**config.mk**
```make
export PLATFORM = sky130hd
export DESIGN_NAME = action_edge_buffer_unit
export DESIGN_NICKNAME = d
export VERILOG_FILES = /design/src/hdl/aeb_pkg.sv /design/src/hdl/action_edge_buffer_unit.sv /design/src/hdl/aeb_counters.sv
export SDC_FILE = /design/constraint.sdc
export NUM_CORES = 1
export LEC_CHECK = 0
export BUFFER_PORTS_ARGS = -buffer_cell sky130_fd_sc_hd__buf_4
export CORE_ASPECT_RATIO = 0.8
export CORE_MARGIN = 3
export CORE_UTILIZATION = 30
export CTS_BUF_LIST = sky130_fd_sc_hd__clkbuf_16
export DETAILED_ROUTE_END_ITERATION = 12
export PLACE_DENSITY = 0.45
export SYNTH_ARGS = -nofsm -noshare
export SYNTH_HDL_FRONTEND = slang
export SYNTH_HIERARCHICAL = 1
export SYNTH_SLANG_ARGS = --single-unit
```
**constraint.sdc**
```tcl
create_clock -name clk -period 2.9 [get_ports clk]
set_input_delay 0.29 -clock clk [delete_from_list [all_inputs] [get_ports clk]]
set_output_delay 0.29 -clock clk [all_outputs]
set_load 0.02 [all_outputs]
```
**src/hdl/aeb_pkg.sv**
```systemverilog
// package for the action edge buffer: default sizes, operation codes and
// the command struct passed from the top level to the counter bank
// no dependencies
package aeb_pkg;

  localparam int NUM_ACTIONS_DEF = 16;
  localparam int NEVER_VALUE_DEF = 255;

  localparam int MODE_W   = 2;
  localparam int HELD_W   = 16;
  localparam int INDEX_W  = 4;
  localparam int WINDOW_W = 8;

  localparam logic [MODE_W-1:0] MODE_ADVANCE = 2'd0;
  localparam logic [MODE_W-1:0] MODE_CONSUME = 2'd1;
  localparam logic [MODE_W-1:0] MODE_FLUSH   = 2'd2;
  localparam logic [MODE_W-1:0] MODE_NOP     = 2'd3;

  typedef struct packed {
    logic advance;
    logic consume;
    logic flush;
  } cnt_cmd_t;

endpackage

```
**src/hdl/action_edge_buffer_unit.sv**
```systemverilog
// top level of the action edge buffer: input register, held/pressed/released
// masks, result register; depends on aeb_pkg and aeb_counters
//
// usage:
//   a word is taken at a rising edge with start high and busy low; busy is
//   always low, so a word may be issued every cycle
//   the word lands in an input register; at the next edge the masks and the
//   counter bank update and the result is registered
//   done rises at the edge after the accepting edge and is high for exactly
//   one cycle, with pressed_mask, released_mask and consumed valid in it
//   one word per cycle sustained, one result per word, in order
//   the next word sees the state left by the previous one, since each state
//   update is a single registered step
//   reset clears the masks and the started flag and sets every counter to
//   the never value in the same cycle; no clearing pass
//   the receiver cannot stall; consumed is not held beyond its done cycle
module action_edge_buffer_unit #(
  parameter int NUM_ACTIONS = aeb_pkg::NUM_ACTIONS_DEF,
  parameter int NEVER_VALUE = aeb_pkg::NEVER_VALUE_DEF
) (
  input  logic                         clk,
  input  logic                         rst,
  input  logic                         start,
  output logic                         busy,
  input  logic [aeb_pkg::MODE_W-1:0]   mode,
  input  logic [aeb_pkg::HELD_W-1:0]   held_mask,
  input  logic [aeb_pkg::INDEX_W-1:0]  action_index,
  input  logic [aeb_pkg::WINDOW_W-1:0] window_limit,
  output logic                         done,
  output logic [aeb_pkg::HELD_W-1:0]   pressed_mask,
  output logic [aeb_pkg::HELD_W-1:0]   released_mask,
  output logic                         consumed
);

  logic                         in_valid;
  logic [aeb_pkg::MODE_W-1:0]   in_mode;
  logic [aeb_pkg::HELD_W-1:0]   in_held;
  logic [aeb_pkg::INDEX_W-1:0]  in_index;
  logic [aeb_pkg::WINDOW_W-1:0] in_window;

  logic [NUM_ACTIONS-1:0] held;
  logic [NUM_ACTIONS-1:0] pressed;
  logic [NUM_ACTIONS-1:0] released;
  logic                   started;

  logic [NUM_ACTIONS-1:0] held_ext;
  logic [NUM_ACTIONS-1:0] pressed_next;
  logic [NUM_ACTIONS-1:0] released_next;
  aeb_pkg::cnt_cmd_t      cmd;
  logic                   ok;

  assign busy = 1'b0;

  always_ff @(posedge clk) begin
    if (rst) begin
      in_valid <= 1'b0;
    end else begin
      in_valid <= start && !busy;
    end
  end

  always_ff @(posedge clk) begin
    if (start && !busy) begin
      in_mode   <= mode;
      in_held   <= held_mask;
      in_index  <= action_index;
      in_window <= window_limit;
    end
  end

  always_comb begin
    cmd.advance = 1'b0;
    cmd.consume = 1'b0;
    cmd.flush   = 1'b0;
    if (in_valid) begin
      unique case (in_mode)
        aeb_pkg::MODE_ADVANCE: cmd.advance = 1'b1;
        aeb_pkg::MODE_CONSUME: cmd.consume = 1'b1;
        aeb_pkg::MODE_FLUSH:   cmd.flush   = 1'b1;
        aeb_pkg::MODE_NOP:     ;
        default:               ;
      endcase
    end
  end

  // held bits beyond the port width read as zero
  always_comb begin
    for (int i = 0; i < NUM_ACTIONS; i++) begin
      if (i < aeb_pkg::HELD_W) begin
        held_ext[i] = in_held[i % aeb_pkg::HELD_W];
      end else begin
        held_ext[i] = 1'b0;
      end
    end
  end

  always_comb begin
    pressed_next  = pressed;
    released_next = released;
    if (cmd.advance) begin
      if (started) begin
        pressed_next  = held_ext & ~held;
        released_next = held & ~held_ext;
      end else begin
        pressed_next  = held_ext;
        released_next = '0;
      end
    end else if (cmd.flush) begin
      pressed_next  = '0;
      released_next = '0;
    end
  end

  always_ff @(posedge clk) begin
    if (rst) begin
      held     <= '0;
      pressed  <= '0;
      released <= '0;
      started  <= 1'b0;
      done     <= 1'b0;
      consumed <= 1'b0;
    end else begin
      pressed  <= pressed_next;
      released <= released_next;
      done     <= in_valid;
      consumed <= ok;
      if (cmd.advance) begin
        held    <= held_ext;
        started <= 1'b1;
      end
    end
  end

  aeb_counters #(
    .NUM_ACTIONS (NUM_ACTIONS),
    .NEVER_VALUE (NEVER_VALUE)
  ) u_counters (
    .clk          (clk),
    .rst          (rst),
    .cmd          (cmd),
    .press        (pressed_next),
    .action_index (in_index),
    .window_limit (in_window),
    .ok           (ok)
  );

  // masks hold until the next word updates them, so they serve as result data
  always_comb begin
    for (int j = 0; j < aeb_pkg::HELD_W; j++) begin
      if (j < NUM_ACTIONS) begin
        pressed_mask[j]  = pressed[j % NUM_ACTIONS];
        released_mask[j] = released[j % NUM_ACTIONS];
      end else begin
        pressed_mask[j]  = 1'b0;
        released_mask[j] = 1'b0;
      end
    end
  end

endmodule

```
**src/hdl/aeb_counters.sv**
```systemverilog
// bank of per-action steps-since-press counters with the consume check
// depends on aeb_pkg
module aeb_counters #(
  parameter int NUM_ACTIONS = aeb_pkg::NUM_ACTIONS_DEF,
  parameter int NEVER_VALUE = aeb_pkg::NEVER_VALUE_DEF
) (
  input  logic                         clk,
  input  logic                         rst,
  input  aeb_pkg::cnt_cmd_t            cmd,
  input  logic [NUM_ACTIONS-1:0]       press,
  input  logic [aeb_pkg::INDEX_W-1:0]  action_index,
  input  logic [aeb_pkg::WINDOW_W-1:0] window_limit,
  output logic                         ok
);

  localparam int CW   = $clog2(NEVER_VALUE + 1);
  localparam int CMPW = (CW > aeb_pkg::WINDOW_W) ? CW : aeb_pkg::WINDOW_W;
  localparam logic [CW-1:0] NEVER = CW'(NEVER_VALUE);

  logic [CW-1:0]          since_press      [NUM_ACTIONS];
  logic [CW-1:0]          since_press_next [NUM_ACTIONS];
  logic [NUM_ACTIONS-1:0] hit;
  logic [NUM_ACTIONS-1:0] usable;
  logic [CMPW-1:0]        window_ext;

  assign window_ext = CMPW'(window_limit);

  always_comb begin
    for (int i = 0; i < NUM_ACTIONS; i++) begin
      hit[i]    = (32'(action_index) == i);
      usable[i] = (since_press[i] != NEVER) && (CMPW'(since_press[i]) <= window_ext);
    end
  end

  assign ok = cmd.consume && |(hit & usable);

  always_comb begin
    for (int i = 0; i < NUM_ACTIONS; i++) begin
      since_press_next[i] = since_press[i];
      if (cmd.flush) begin
        since_press_next[i] = NEVER;
      end else if (cmd.advance) begin
        if (press[i]) begin
          since_press_next[i] = '0;
        end else if (since_press[i] != NEVER) begin
          since_press_next[i] = since_press[i] + CW'(1);
        end
      end else if (cmd.consume && hit[i] && usable[i]) begin
        since_press_next[i] = NEVER;
      end
    end
  end

  always_ff @(posedge clk) begin
    for (int i = 0; i < NUM_ACTIONS; i++) begin
      if (rst) begin
        since_press[i] <= NEVER;
      end else begin
        since_press[i] <= since_press_next[i];
      end
    end
  end

endmodule

```
Word-level counts from Yosys, hierarchy flattened --
Memory sizes are Yosys's and may differ from the RTL's. Index checks and enable logic that the tools add are counted. Widths: inputs -> output; s select.
Storage, ports and cells: RAM bits 128, memories kept 1, logic and storage cells 260, flip-flop bits (word level) 82
Operators by class: bitwise logic cells 21, reduce and logical (&&, ||, !) cells 53, eq/ne operators 33, magnitude comparators 16, muxes and demuxes 109, add/sub/neg operators 16
Memory list:
- u_counters.since_press | words 16, width 8, rd ports 16, clocked after memory_dff 0, write ports 16, line aeb_counters.sv:20 | logic [CW-1:0] since_press [NUM_ACTIONS];
Operators with widths (count):
- $mux 8 | 96
- $add 8x1->8 const B | 16
- $le 8x8->1 | 16
- $ne 8x8->1 const B | 16
- $mux 16 | 6
- $logic_and 1x1->1 | 49
- $and 16x16->16 | 3
- $eq 4x4->1 const B | 8
- $not 16->16 | 2
- $eq 4x3->1 const B | 4
- $or 1x1->1 | 16
- $reduce_or 16->1 | 1
- $eq 4x2->1 const B | 2
- $mux 1 | 6
- $eq 4x1->1 const B | 1
- $logic_not 4->1 | 1
- $mux 3 | 1
- $eq 2x1->1 const B | 1
- $eq 2x2->1 const B | 1
- $logic_not 2->1 | 1
- $reduce_bool 2->1 | 1

Logic depth before layout (Yosys ltp) --
Gate-level depths: netlist of run 1.
depth after elaboration 9, depth in mapped cells 11, mapped depth without buffers 10

Cells and area by module --
The synthesis of run 1 kept the hierarchy.
Modules (own cells, without submodules):
- aeb_counters | area an instance 10485.1 um2, sequential area each 2562.5 um2, cells each 1288, instances 1
- action_edge_buffer_unit | area an instance 2944.1 um2, sequential area each 1941.9 um2, cells each 244, instances 1

Worst setup path after synthesis of run 1 --
Ideal clock, no wire load.
path kind reg2reg, start register in_mode[1] (netlist name), end memory u_counters/since_press[0][28] (netlist name), setup time 0.123 ns, stages on the path, launching flop included 10, clock period less this slack 2.582 ns, buffers on the path 5, arrival 2.459 ns, slack 0.318 ns, cells stage by stage edfxtp_1 or3b_1 buf_2 inv_2 buf_4 buf_6 clkbuf_1 dlygate4sd1_1 o41ai_1 a221o_2
RTL lines:
- start, declared | line action_edge_buffer_unit.sv:36 | logic [aeb_pkg::MODE_W-1:0] in_mode;
- start signal, assigned | line action_edge_buffer_unit.sv:64 | in_mode <= mode;
- end, declared | line aeb_counters.sv:20

==> impl_metrics.ini, run 1 <==
[outcome]
run_status = finished, final reports clean

[power_and_ir_drop]
power.ir.vdd_worst_mv = 0.420
power-per-cell-area_nw_per_um2 = 443
power.leakage_nw = 6.61

[detailed_routing]
vias_per_cell = 5.37
via_count = 12100
drt-pass1-iter-count = 7
routedWlPerCell_um = 18.3
postRouteAntennaNets = 0
drt_drc_violations_left = 0
detail_route.iter0.violations = 777
wl_um = 41300

[setup_path]
critical_path_buf_inv_count = 2
worst-path-max-fanout = 16
arrival_ns = 3.15
timing.critical_path.max_delay_family = compound AO/OA/AOI/OAI gates
worst_setup_path_end_kind = register
cp_num_cells = 10
reg2regPathDepth = 10
critical-path-slowest-cell = sky130_fd_sc_hd__o21ai_2
cp-start-kind = register
reg2reg_slack_ns = 0.18
timing.critical_path.required_ns = 3.33
criticalPathCategory = reg -> reg
timing.critical_path.slowest_cell_delay_ns = 0.41
worstPathCellList = inv_1 > buf_12 > ha_1 > nand4_1 > nor3_2 > nor2_1 > a211o_1 > o21ai_2 > o21ai_0 > a221o_1

[cells_and_area]
final_core_utilization_pct = 36.6
antennaDiodeCount = 0
final_net_count = 1821
area.growth.synth_to_final_pct = 18.9
layout-drive-gt1-share_pct = 13.7

[die]
die-height_um = 195
die_area_um2 = 47400
chipWidth_um = 243
core.rowCount = 68
io-pin-count = 68
core-area_um2 = 43600
initial_utilization_pct = 30.8

[synth]
netlist_top_cells_area = sky130_fd_sc_hd__dfxtp_1 27%, sky130_fd_sc_hd__ha_1 13%, sky130_fd_sc_hd__edfxtp_1 6.7%, sky130_fd_sc_hd__o21ai_0 6.0%, sky130_fd_sc_hd__a221o_1 5.5%
synth-async-reset-ratio_pct = 0
synth_top_cell_by_area = sky130_fd_sc_hd__dfxtp_1
post-synth-top-count-cell = sky130_fd_sc_hd__dfxtp_1
synthesis.nets = 1709
seq_area_frac_synth_pct = 33.5
synthesis.instances = 1532
synth.cells.most_frequent = 180 x sky130_fd_sc_hd__dfxtp_1, 161 x sky130_fd_sc_hd__o21ai_0, 144 x sky130_fd_sc_hd__ha_1
synth_top_flop_cell = sky130_fd_sc_hd__dfxtp_1
synth_enable_flop_cells = 30
ys_ff_latch = 210
yosysWarnings = 6
synthesis.area_um2 = 13400
synthDistinctLibCells = 72
syn_area_per_cell_um2 = 8.77
synthDominantCellAreaShare_pct = 26.8

[global_routing]
busiest_layer = met1
grt_max_degree = 79
grt_use_met2_pct = 25.5
first_pass_grt_wire_length_um = 66400
grt_pass1_vias = 11600
global_routing_met1_resource_utilization_pct = 26.3
number_of_antenna_violations_at_the_first_check_in_global_routing = 0
groute.layer.met3.usage_pct = 2.39
grt_usage_pct = 17.2
grt_overflow = 0

[placement]
routabilityCongestion = 0.807
placement.io_buffers = 66
dp_hpwl_um = 28500

[sta]
final.min_clock_period_ns = 2.72
tightestPinTransition_ns = 1.04
grt_setup_unrepaired = false
tns_ns = 0
fmax_ghz = 0.367
min_period_over_period_pct = 93.9
maxSlewHeadroom_pct = 30.9
timing_max_transition_violations_final = 0
clock_skews_ns = 0.0208
timing.final.setup_violations = 0
finalHoldViolations = 0

[clock_network]
clock_buffer_count_from_cts = 24
clock_path_buffers = 3
cts.root.buffer_cell = sky130_fd_sc_hd__clkbuf_16
clock_tree.htree_level_count = 1
clock_sinks = 210
cts_tree = built
clkSlewWorstSetupHoldPaths_ns = 0.06
clock_insertion_delay_worst_skew_ns = 0.55

[worst_hold_path]
worst_hold_path.num_cells = 2
hp-class = in -> reg

[flow_run]
max_cap_viol_count = 0
-- sequential cells by signal, summed over array words and instances (netlist names) --
register and flops:
consumed 1, done 1, held 16, held_ext 16, in_index 4, in_mode 2
in_valid 1, in_window 8, pressed_mask 16, released_mask 16, started 1, u_counters/since_press 128
-- where the power goes --
part	switching, mW	internal, mW
Sequential	0.0639	3.02
Clock	1.32	1.68
Combinational	0.580	0.400
Total	1.97	5.10
-- per-layer routing --
metal	up-vias	wire, um
met1	5792	21700
met2	206	17300
li1	6069	-
met4	0	801
met5	-	0
met3	43	1550
-- logic make-up (layout without fill, tap and decap cells) --
family,count (synthesis),in the layout,share of synthesized area (%)
compound gates,538,538,28.7
simple gates,461,461,17.3
buf+inv,160,290,5.75
other cells,1,1,0.0279
flops,210,210,33.5
mux,18,18,1.34
fa+ha+maj,144,144,13.4
-- cell type report --
cell class	count	area, um2
fillers	4468	27700
inverters	77	294
repair buffers	169	1490
well taps	595	744
clock inverters	20	151
flip-flops and latches	210	4500
clock buffers	24	601
multi-input cells	1162	8170
-- cell usage in the layout (no fill, tap or decap), types with 10 or more instances in the layout --
master                          synthesis  routed
sky130_fd_sc_hd__a21boi_0              10      10
sky130_fd_sc_hd__a21oi_1               83      83
sky130_fd_sc_hd__a221o_1               74      74
sky130_fd_sc_hd__a22o_1                32      32
sky130_fd_sc_hd__a32o_2                10      10
sky130_fd_sc_hd__and3_1                42      42
sky130_fd_sc_hd__buf_12                 0      12
sky130_fd_sc_hd__buf_4                  8     127
sky130_fd_sc_hd__clkbuf_16              0      24
sky130_fd_sc_hd__dfxtp_1              180     180
sky130_fd_sc_hd__dlygate4sd3_1          0      30
sky130_fd_sc_hd__edfxtp_1              30      30
sky130_fd_sc_hd__ha_1                 144     144
sky130_fd_sc_hd__inv_1                 76      84
sky130_fd_sc_hd__mux2i_1               18      18
sky130_fd_sc_hd__nand2_1              134     134
sky130_fd_sc_hd__nand2b_1              27      27
sky130_fd_sc_hd__nand3_1               48      48
sky130_fd_sc_hd__nand4_1               45      45
sky130_fd_sc_hd__nor2_1                98      97
sky130_fd_sc_hd__nor2b_1               22      21
sky130_fd_sc_hd__o211ai_1              22      22
sky130_fd_sc_hd__o21ai_0              161     161
sky130_fd_sc_hd__o21ai_1               15      14
sky130_fd_sc_hd__o31ai_1               33      33
sky130_fd_sc_hd__o41ai_1               21      21
sky130_fd_sc_hd__or2_2                 13      13
-- final timing paths --
check                   start                            end
max              in_window[7]  u_counters/since_press[1][58]
min                       rst                           done
max reg2reg      in_window[7]  u_counters/since_press[1][58]
min reg2reg  released_mask[2]               released_mask[2]
-- what timing repair did --
action | 4_1_cts | 5_1_grt
hold buffers | 30 | 0
setup buffers | 0 | 1
endpoints found under the hold margin | 30 | 0
setup endpoints to repair | 0 | 11
gates resized for setup | 0 | 2
-- metrics by stage --
stage	setup WS, ns	cells	area, um2	power, mW	hold WS (ns)
CTS	0.126	2256	15900	7.18	0.117
floorplan	0.318	1532	13400	3.72	0.389
finish	0.176	2257	16000	7.07	0.146
global placement	0.225	2182	14900	4.08	0.460
global route	0.0245	2257	16000	7.42	0.137
detailed placement	0.163	2182	14900	4.09	0.463
(Power assumes the default switching activity.)
==> run 2: changes to the inputs <==
--- a/config.mk
+++ b/config.mk
@@ -5,9 +5,9 @@
 export SDC_FILE = /design/constraint.sdc
 export NUM_CORES = 1
 export LEC_CHECK = 0
+export ABC_AREA = 1
 export BUFFER_PORTS_ARGS = -buffer_cell sky130_fd_sc_hd__buf_4
 export CORE_ASPECT_RATIO = 0.8
-export CORE_MARGIN = 3
 export CORE_UTILIZATION = 30
 export CTS_BUF_LIST = sky130_fd_sc_hd__clkbuf_16
 export DETAILED_ROUTE_END_ITERATION = 12
==> run 2 against run 1 <==
- synthesized cell count rose by 33%
- core utilization fell by 1.2 points
- final cell count rose by 22%
- critical path type unchanged
- largest cell class unchanged
- largest power group is now clock
==> impl_metrics.ini, run 2 <==
[synth]
syn_area_per_cell_um2 = 7.03
post-synth-top-count-cell = sky130_fd_sc_hd__nand2_1
ys_ff_latch = 210
synth_enable_flop_cells = 30
synth_top_flop_cell = sky130_fd_sc_hd__dfxtp_1
synthDistinctLibCells = 38
synth-async-reset-ratio_pct = 0
synthesis.area_um2 = 14300
netlist_top_cells_area = sky130_fd_sc_hd__dfxtp_1 25%, sky130_fd_sc_hd__nand2_1 13%, sky130_fd_sc_hd__ha_1 13%, sky130_fd_sc_hd__nand3_1 6.7%, sky130_fd_sc_hd__nor2_1 6.6%
synth_top_cell_by_area = sky130_fd_sc_hd__dfxtp_1
synthesis.nets = 2216
seq_area_frac_synth_pct = 31.4
synthDominantCellAreaShare_pct = 25.1
yosysWarnings = 6
synth.cells.most_frequent = 490 x sky130_fd_sc_hd__nand2_1, 251 x sky130_fd_sc_hd__nor2_1, 228 x sky130_fd_sc_hd__inv_1
synthesis.instances = 2039

[setup_path]
critical-path-slowest-cell = sky130_fd_sc_hd__edfxtp_1
reg2regPathDepth = 16
criticalPathCategory = reg -> reg
reg2reg_slack_ns = 0.46
crit_end = consumed
timing.critical_path.slowest_cell_delay_ns = 0.64
worst_path_most_repeated_cell = sky130_fd_sc_hd__nand2_1
cp-start-kind = register
regToRegEndpoint = consumed
crit-reg2reg-launch = in_window[0]
worst_setup_path_startpoint = in_window[0]
worst-path-max-fanout = 8
worstPathCellList = buf_4 > ha_1 > o21bai_1 > nand2_1 > nand2_1 > nand2_1 > nand2_1 > nand2_1 > nand2_1 > nand2_1 > nor2_1 > nand2_1 > nor2_1 > nor2_1 > inv_1 > nor2_1
arrival_ns = 2.86
timing.critical_path.required_ns = 3.32
worst_setup_path_end_kind = register

[power_and_ir_drop]
design_power_total_mw = 7.55
power.leakage_nw = 8.08
power-per-cell-area_nw_per_um2 = 453
power.ir.vdd_worst_mv = 0.344

[clock_network]
clkSlewWorstSetupHoldPaths_ns = 0.07
cts.root.buffer_cell = sky130_fd_sc_hd__clkbuf_16
clock_path_buffers = 3
clock_buffer_count_from_cts = 25
clock_insertion_delay_worst_skew_ns = 0.54
cts_resized = 0
clock_tree.htree_level_count = 1
cts_tree = built
clock_sinks = 210

[die]
io-pin-count = 68
die-height_um = 197
core-area_um2 = 47100
core.rowCount = 71
die_area_um2 = 48600
chipWidth_um = 246
initial_utilization_pct = 30.4

[cells_and_area]
largest_register = u_counters/since_press
most_common_library_cell_in_the_layout_ignoring_fill_and_taps = sky130_fd_sc_hd__nand2_1
multi_input_area_um2 = 8550
layout-drive-gt1-share_pct = 11.0
largest_register_ff_count = 128
area.growth.synth_to_final_pct = 16.1
fillCellCount = 5023
antennaDiodeCount = 0
highest_count_cells_in_the_layout_ignoring_fill_and_taps = 490 x sky130_fd_sc_hd__nand2_1, 250 x sky130_fd_sc_hd__nor2_1, 231 x sky130_fd_sc_hd__inv_1
area.sequential_um2 = 4500
final_net_count = 2301
final_core_utilization_pct = 35.3

[sta]
final.min_clock_period_ns = 2.44
min_period_over_period_pct = 84.1
tightestPinTransition_ns = 0.829
fin_hold_ws_ns = 0.0863
timing.final.setup_violations = 0
tns_ns = 0
grt_setup_unrepaired = false
timing_max_transition_violations_final = 0
maxSlewHeadroom_pct = 44.5
clock_skews_ns = 0.00874
finalHoldViolations = 0
fmax_ghz = 0.410

[global_routing]
first_pass_grt_wire_length_um = 67800
grt_pass1_vias = 12400
number_of_antenna_violations_at_the_first_check_in_global_routing = 0
busiest_layer = met2
global_routing_met1_resource_utilization_pct = 25.2
grt_max_degree = 53
grt_usage_pct = 17.4
groute.layer.met3.usage_pct = 2.30
grt_use_met2_pct = 27.4
grt_overflow = 0

[placement]
routabilityCongestion = 0.800
dp_hpwl_um = 29600
placement.io_buffers = 66

[detailed_routing]
detail_route.iter0.violations = 686
drt-pass1-iter-count = 5
routedWlPerCell_um = 15.2
vias_per_cell = 4.80
wl_um = 41900
postRouteAntennaNets = 0
via_count = 13300
drt_drc_violations_left = 0

[worst_hold_path]
hp-class = in -> reg

[flow_run]
max_cap_viol_count = 0

[outcome]
run_status = finished, final reports clean
-- run 2: cell types whose count changed after synthesis, sizes merged, moves of 26 or more --
cell	previous run	this run
o21ai	179	121
and3	45	19
nor2	98	275
nand4	46	17
nand2	134	518
a221o	78	0
nand3	48	213
inv	77	232
o211ai	22	59
nand2b	27	0
a22o	32	0
-- run 2: how the worst min path moves through the flow --
stage                                from           endpoint  cells after the start  slack [ns]
after floorplan              held_mask[0]        held_ext[0]                      0        0.39
after CTS                             rst   released_mask[8]                      2        0.06
final                                 rst  released_mask[13]                      2        0.09
after detailed placement  window_limit[2]       in_window[2]                      1        0.47
after global placement    window_limit[2]       in_window[2]                      1        0.47
after global routing                  rst   released_mask[4]                      2        0.08
-- run 2: report_power, final --
group / switching [mW] / internal, mW
registers: 0.0689 / 3.03
clock network: 1.35 / 2.00
logic: 0.691 / 0.407
total: 2.11 / 5.44
-- run 2: per-stage QoR --
step           instances  instance area, um2  setup slack [ns]
3_5_place_dp        2687               15500             0.428
4_1_cts             2762               16600             0.416
6_report            2762               16600             0.462
2_1_floorplan       2039               14300             0.929
5_1_grt             2762               16600             0.222
3_3_place_gp        2687               15500             0.419
-- run 2: kinds of logic after synthesis --
logic type | count (synthesis) | share of synthesized area (%)
buffers and inverters | 298 | 8.92
AND/OR/NAND/NOR | 1052 | 32.1
AO/OA/AOI/OAI | 313 | 13.7
flip-flops | 210 | 31.4
other | 1 | 0.0262
XOR/XNOR | 21 | 1.28
adder cells (fa/ha/maj) | 144 | 12.6
-- run 2: worst max-delay path: cells and delay by family (launching register included) --
kind                       cells  cell delay [ns]
adders and majority gates      1             0.20
AOI/OAI and AO/OA              1             0.13
and+or+nand+nor               12             0.98
buffers and inverters          2             0.35
DFF                            1             0.64
-- run 2: cell type report --
| class | count | share of cell area [%] |
|---|---|---|
| sequential | 210 | 27.1 |
| multi-input combinational | 1531 | 51.4 |
| clock inverter | 20 | 1.29 |
| timing repair buffer | 124 | 6.57 |
| tap | 620 | 4.66 |
| inverter | 232 | 5.25 |
| clock buffer | 25 | 3.76 |
-- run 2: what timing repair did --
item | 4_1_cts | 5_1_grt
hold buffers | 30 | 0
endpoints found under the hold margin | 30 | 0
buffers inserted | 0 | 0
-- run 2: metal layers --
layer	wire length, um	vias to the layer above	part of all wire (%)
met5	0	-	0
met4	784	0	1.9
met3	1380	49	3.3
met2	18200	169	43
met1	21600	6135	52
li1	-	6913	-
==> run 3: changes to the inputs <==
--- a/config.mk
+++ b/config.mk
@@ -11,7 +11,7 @@
 export CORE_UTILIZATION = 30
 export CTS_BUF_LIST = sky130_fd_sc_hd__clkbuf_16
 export DETAILED_ROUTE_END_ITERATION = 12
-export PLACE_DENSITY = 0.45
+export PLACE_DENSITY = 0.46
 export SYNTH_ARGS = -nofsm -noshare
 export SYNTH_HDL_FRONTEND = slang
 export SYNTH_HIERARCHICAL = 1
==> constraint.sdc (replaced) <==
create_clock -name clk -period 2.1 [get_ports clk]
set_input_delay 0.21 -clock clk [delete_from_list [all_inputs] [get_ports clk]]
set_output_delay 0.21 -clock clk [all_outputs]
set_load 0.02 [all_outputs]
==> run 3 against run 2 <==
- clock skew rose by 0.013 ns
- final cell count up 3.1%
- wire length up 4.0%
- flip-flop and latch count did not move
- count of clock-buffer cells in the layout up 1
- combinational power increased by 55%
- sequential power increased by 38%
- worst hold slack better by 0.070 ns
- setup slack got worse by 0.40 ns
- total power rose by 37%
- via count increased by 2.2%
- register-to-register slack got worse by 0.40 ns
- critical path type unchanged
- largest power group unchanged
==> impl_metrics.ini, run 3 (same netlist as run 2, synthesis figures left out) <==
[outcome]
run_status = finished, final reports clean

[setup_path]
timing.critical_path.required_ns = 2.57
worst_setup_path_end_kind = register
reg2regPathDepth = 11
criticalPathCategory = reg -> reg
worst-path-max-fanout = 8
arrival_ns = 2.51
cp-start-kind = register

[clock_network]
cts.repair_timing.setup_buffer_count = 0
clock_buffer_count_from_cts = 26
cts.root.buffer_cell = sky130_fd_sc_hd__clkbuf_16
clock_tree.htree_level_count = 1
clock_sinks = 210
cts_tree = built
clock_path_buffers = 3
clock_insertion_delay_worst_skew_ns = 0.56
clkSlewWorstSetupHoldPaths_ns = 0.06

[worst_hold_path]
hp-class = in -> reg
worst_hold_path.num_cells = 3

[global_routing]
grt_overflow = 0
grt_usage_pct = 17.7
grt_max_degree = 52
number_of_antenna_violations_at_the_first_check_in_global_routing = 0
first_pass_grt_wire_length_um = 68500
grt_pass1_vias = 12500

[detailed_routing]
via_count = 13600
drt_drc_violations_left = 0
detail_route.iter0.violations = 777
drt-pass1-iter-count = 5
routedWlPerCell_um = 15.3
vias_per_cell = 4.76
wl_um = 43600
postRouteAntennaNets = 0

[sta]
tightestPinTransition_ns = 0.580
tns_ns = 0
maxSlewHeadroom_pct = 61.3
timing.final.setup_violations = 0
finalHoldViolations = 0
min_period_over_period_pct = 97.0
timing_max_transition_violations_final = 0
final.min_clock_period_ns = 2.04
fmax_ghz = 0.491
grt_setup_unrepaired = true
layout_setup_ws_ns = 0.0630
clock_skews_ns = 0.0214
fin_hold_ws_ns = 0.156

[power_and_ir_drop]
power.net_switching_mw = 3.00
pwr-share-seq_pct = 41.2
power.combinational.fraction_pct = 16.4
power.ir.vdd_worst_mv = 0.514
net_sw_share_pct = 28.9
power.leakage_nw = 8.60
clock_power_share_pct = 42.4
power-per-cell-area_nw_per_um2 = 585
p_int_mw = 7.36

[cells_and_area]
antennaDiodeCount = 0
final_net_count = 2384
largest_register = u_counters/since_press
largest_register_ff_count = 128
layout-drive-gt1-share_pct = 16.1
area.growth.synth_to_final_pct = 23.7
highest_count_cells_in_the_layout_ignoring_fill_and_taps = 474 x sky130_fd_sc_hd__nand2_1, 241 x sky130_fd_sc_hd__nor2_1, 225 x sky130_fd_sc_hd__inv_1
most_common_library_cell_in_the_layout_ignoring_fill_and_taps = sky130_fd_sc_hd__nand2_1

[placement]
dp_hpwl_um = 31200
placement.io_buffers = 66
routabilityCongestion = 0.827
detailedPlace.worstSlack_ns = 0.0269

[die]
initial_utilization_pct = 30.4
die_area_um2 = 48600
io-pin-count = 68
core-area_um2 = 47100
chipWidth_um = 246
core.rowCount = 71
die-height_um = 197

[flow_run]
max_cap_viol_count = 0
[run 3: changes by cell type in the layout (fill, tap and decap cells not counted), sizes merged]
| cell | previous run | this run |
|---|---|---|
| buf | 94 | 168 |
| nand2 | 518 | 523 |
| inv | 235 | 239 |
| bufinv | 5 | 2 |
| clkbuf | 25 | 28 |
| clkinv | 11 | 12 |
| dlygate4sd3 | 30 | 31 |
[run 3: worst max-delay path, stage by stage (launching register included)]
cell                        delay [ns]
sky130_fd_sc_hd__edfxtp_1         0.41
sky130_fd_sc_hd__inv_4            0.13
sky130_fd_sc_hd__clkbuf_16        0.20
sky130_fd_sc_hd__ha_1             0.25
sky130_fd_sc_hd__a21oi_1          0.15
sky130_fd_sc_hd__o21a_1           0.12
sky130_fd_sc_hd__nand2_1          0.05
sky130_fd_sc_hd__nand2_1          0.11
sky130_fd_sc_hd__nand3_2          0.20
sky130_fd_sc_hd__nand2_4          0.17
sky130_fd_sc_hd__nand2_1          0.07
sky130_fd_sc_hd__o211ai_1         0.09
[run 3: what timing repair did]
item,CTS,global route
resized for setup,0,73
setup endpoints to repair,0,118
hold buffers,31,0
hold endpoints to repair,45,0
[run 3: path summary, 6_finish.rpt]
kind                 from                             to  slack, ns
max          in_window[5]  u_counters/since_press[1][48]       0.06
min                 start                       in_valid       0.16
max reg2reg  in_window[5]  u_counters/since_press[1][48]       0.06
min reg2reg      in_valid                           done       0.50
[run 3: stage by stage]
stage	area (um2)	instances	util (%)	total power, mW
2_1_floorplan	14300	2039	-	5.35
3_3_place_gp	16200	2760	34.5	5.91
3_5_place_dp	16200	2760	34.5	5.94
4_1_cts	17300	2839	36.8	10.5
5_1_grt	17700	2847	37.6	10.9
6_report	17700	2847	37.6	10.4
[run 3: area by class of cell]
class,instances,area (um2)
well taps,620,776
clock inverters,22,164
multi-input cells,1536,8840
flip-flops and latches,210,4500
fillers,4969,29400
repair buffers,201,1910
clock buffers,26,651
inverters,232,878
[run 3: power groups by stage]
stage / Sequential, mW / Combinational, mW / Clock, mW
after global routing: 4.29 / 1.92 / 4.72
after detailed placement: 4.36 / 1.58 / 0
after CTS: 4.27 / 1.64 / 4.56
after global placement: 4.36 / 1.56 / 0
final: 4.27 / 1.70 / 4.39
after floorplan: 4.34 / 1.00 / 0
[run 3: routing by layer]
layer / part of all wire, % / up-vias / routed length (um) / global-route usage, %
met3: 3.4 / 39 / 1500 / 2.36
met4: 1.5 / 0 / 638 / 3.16
met5: 0 / - / 0 / 0
li1: - / 7082 / - / -
met1: 53 / 6224 / 23200 / 27.0
met2: 42 / 210 / 18200 / 26.2
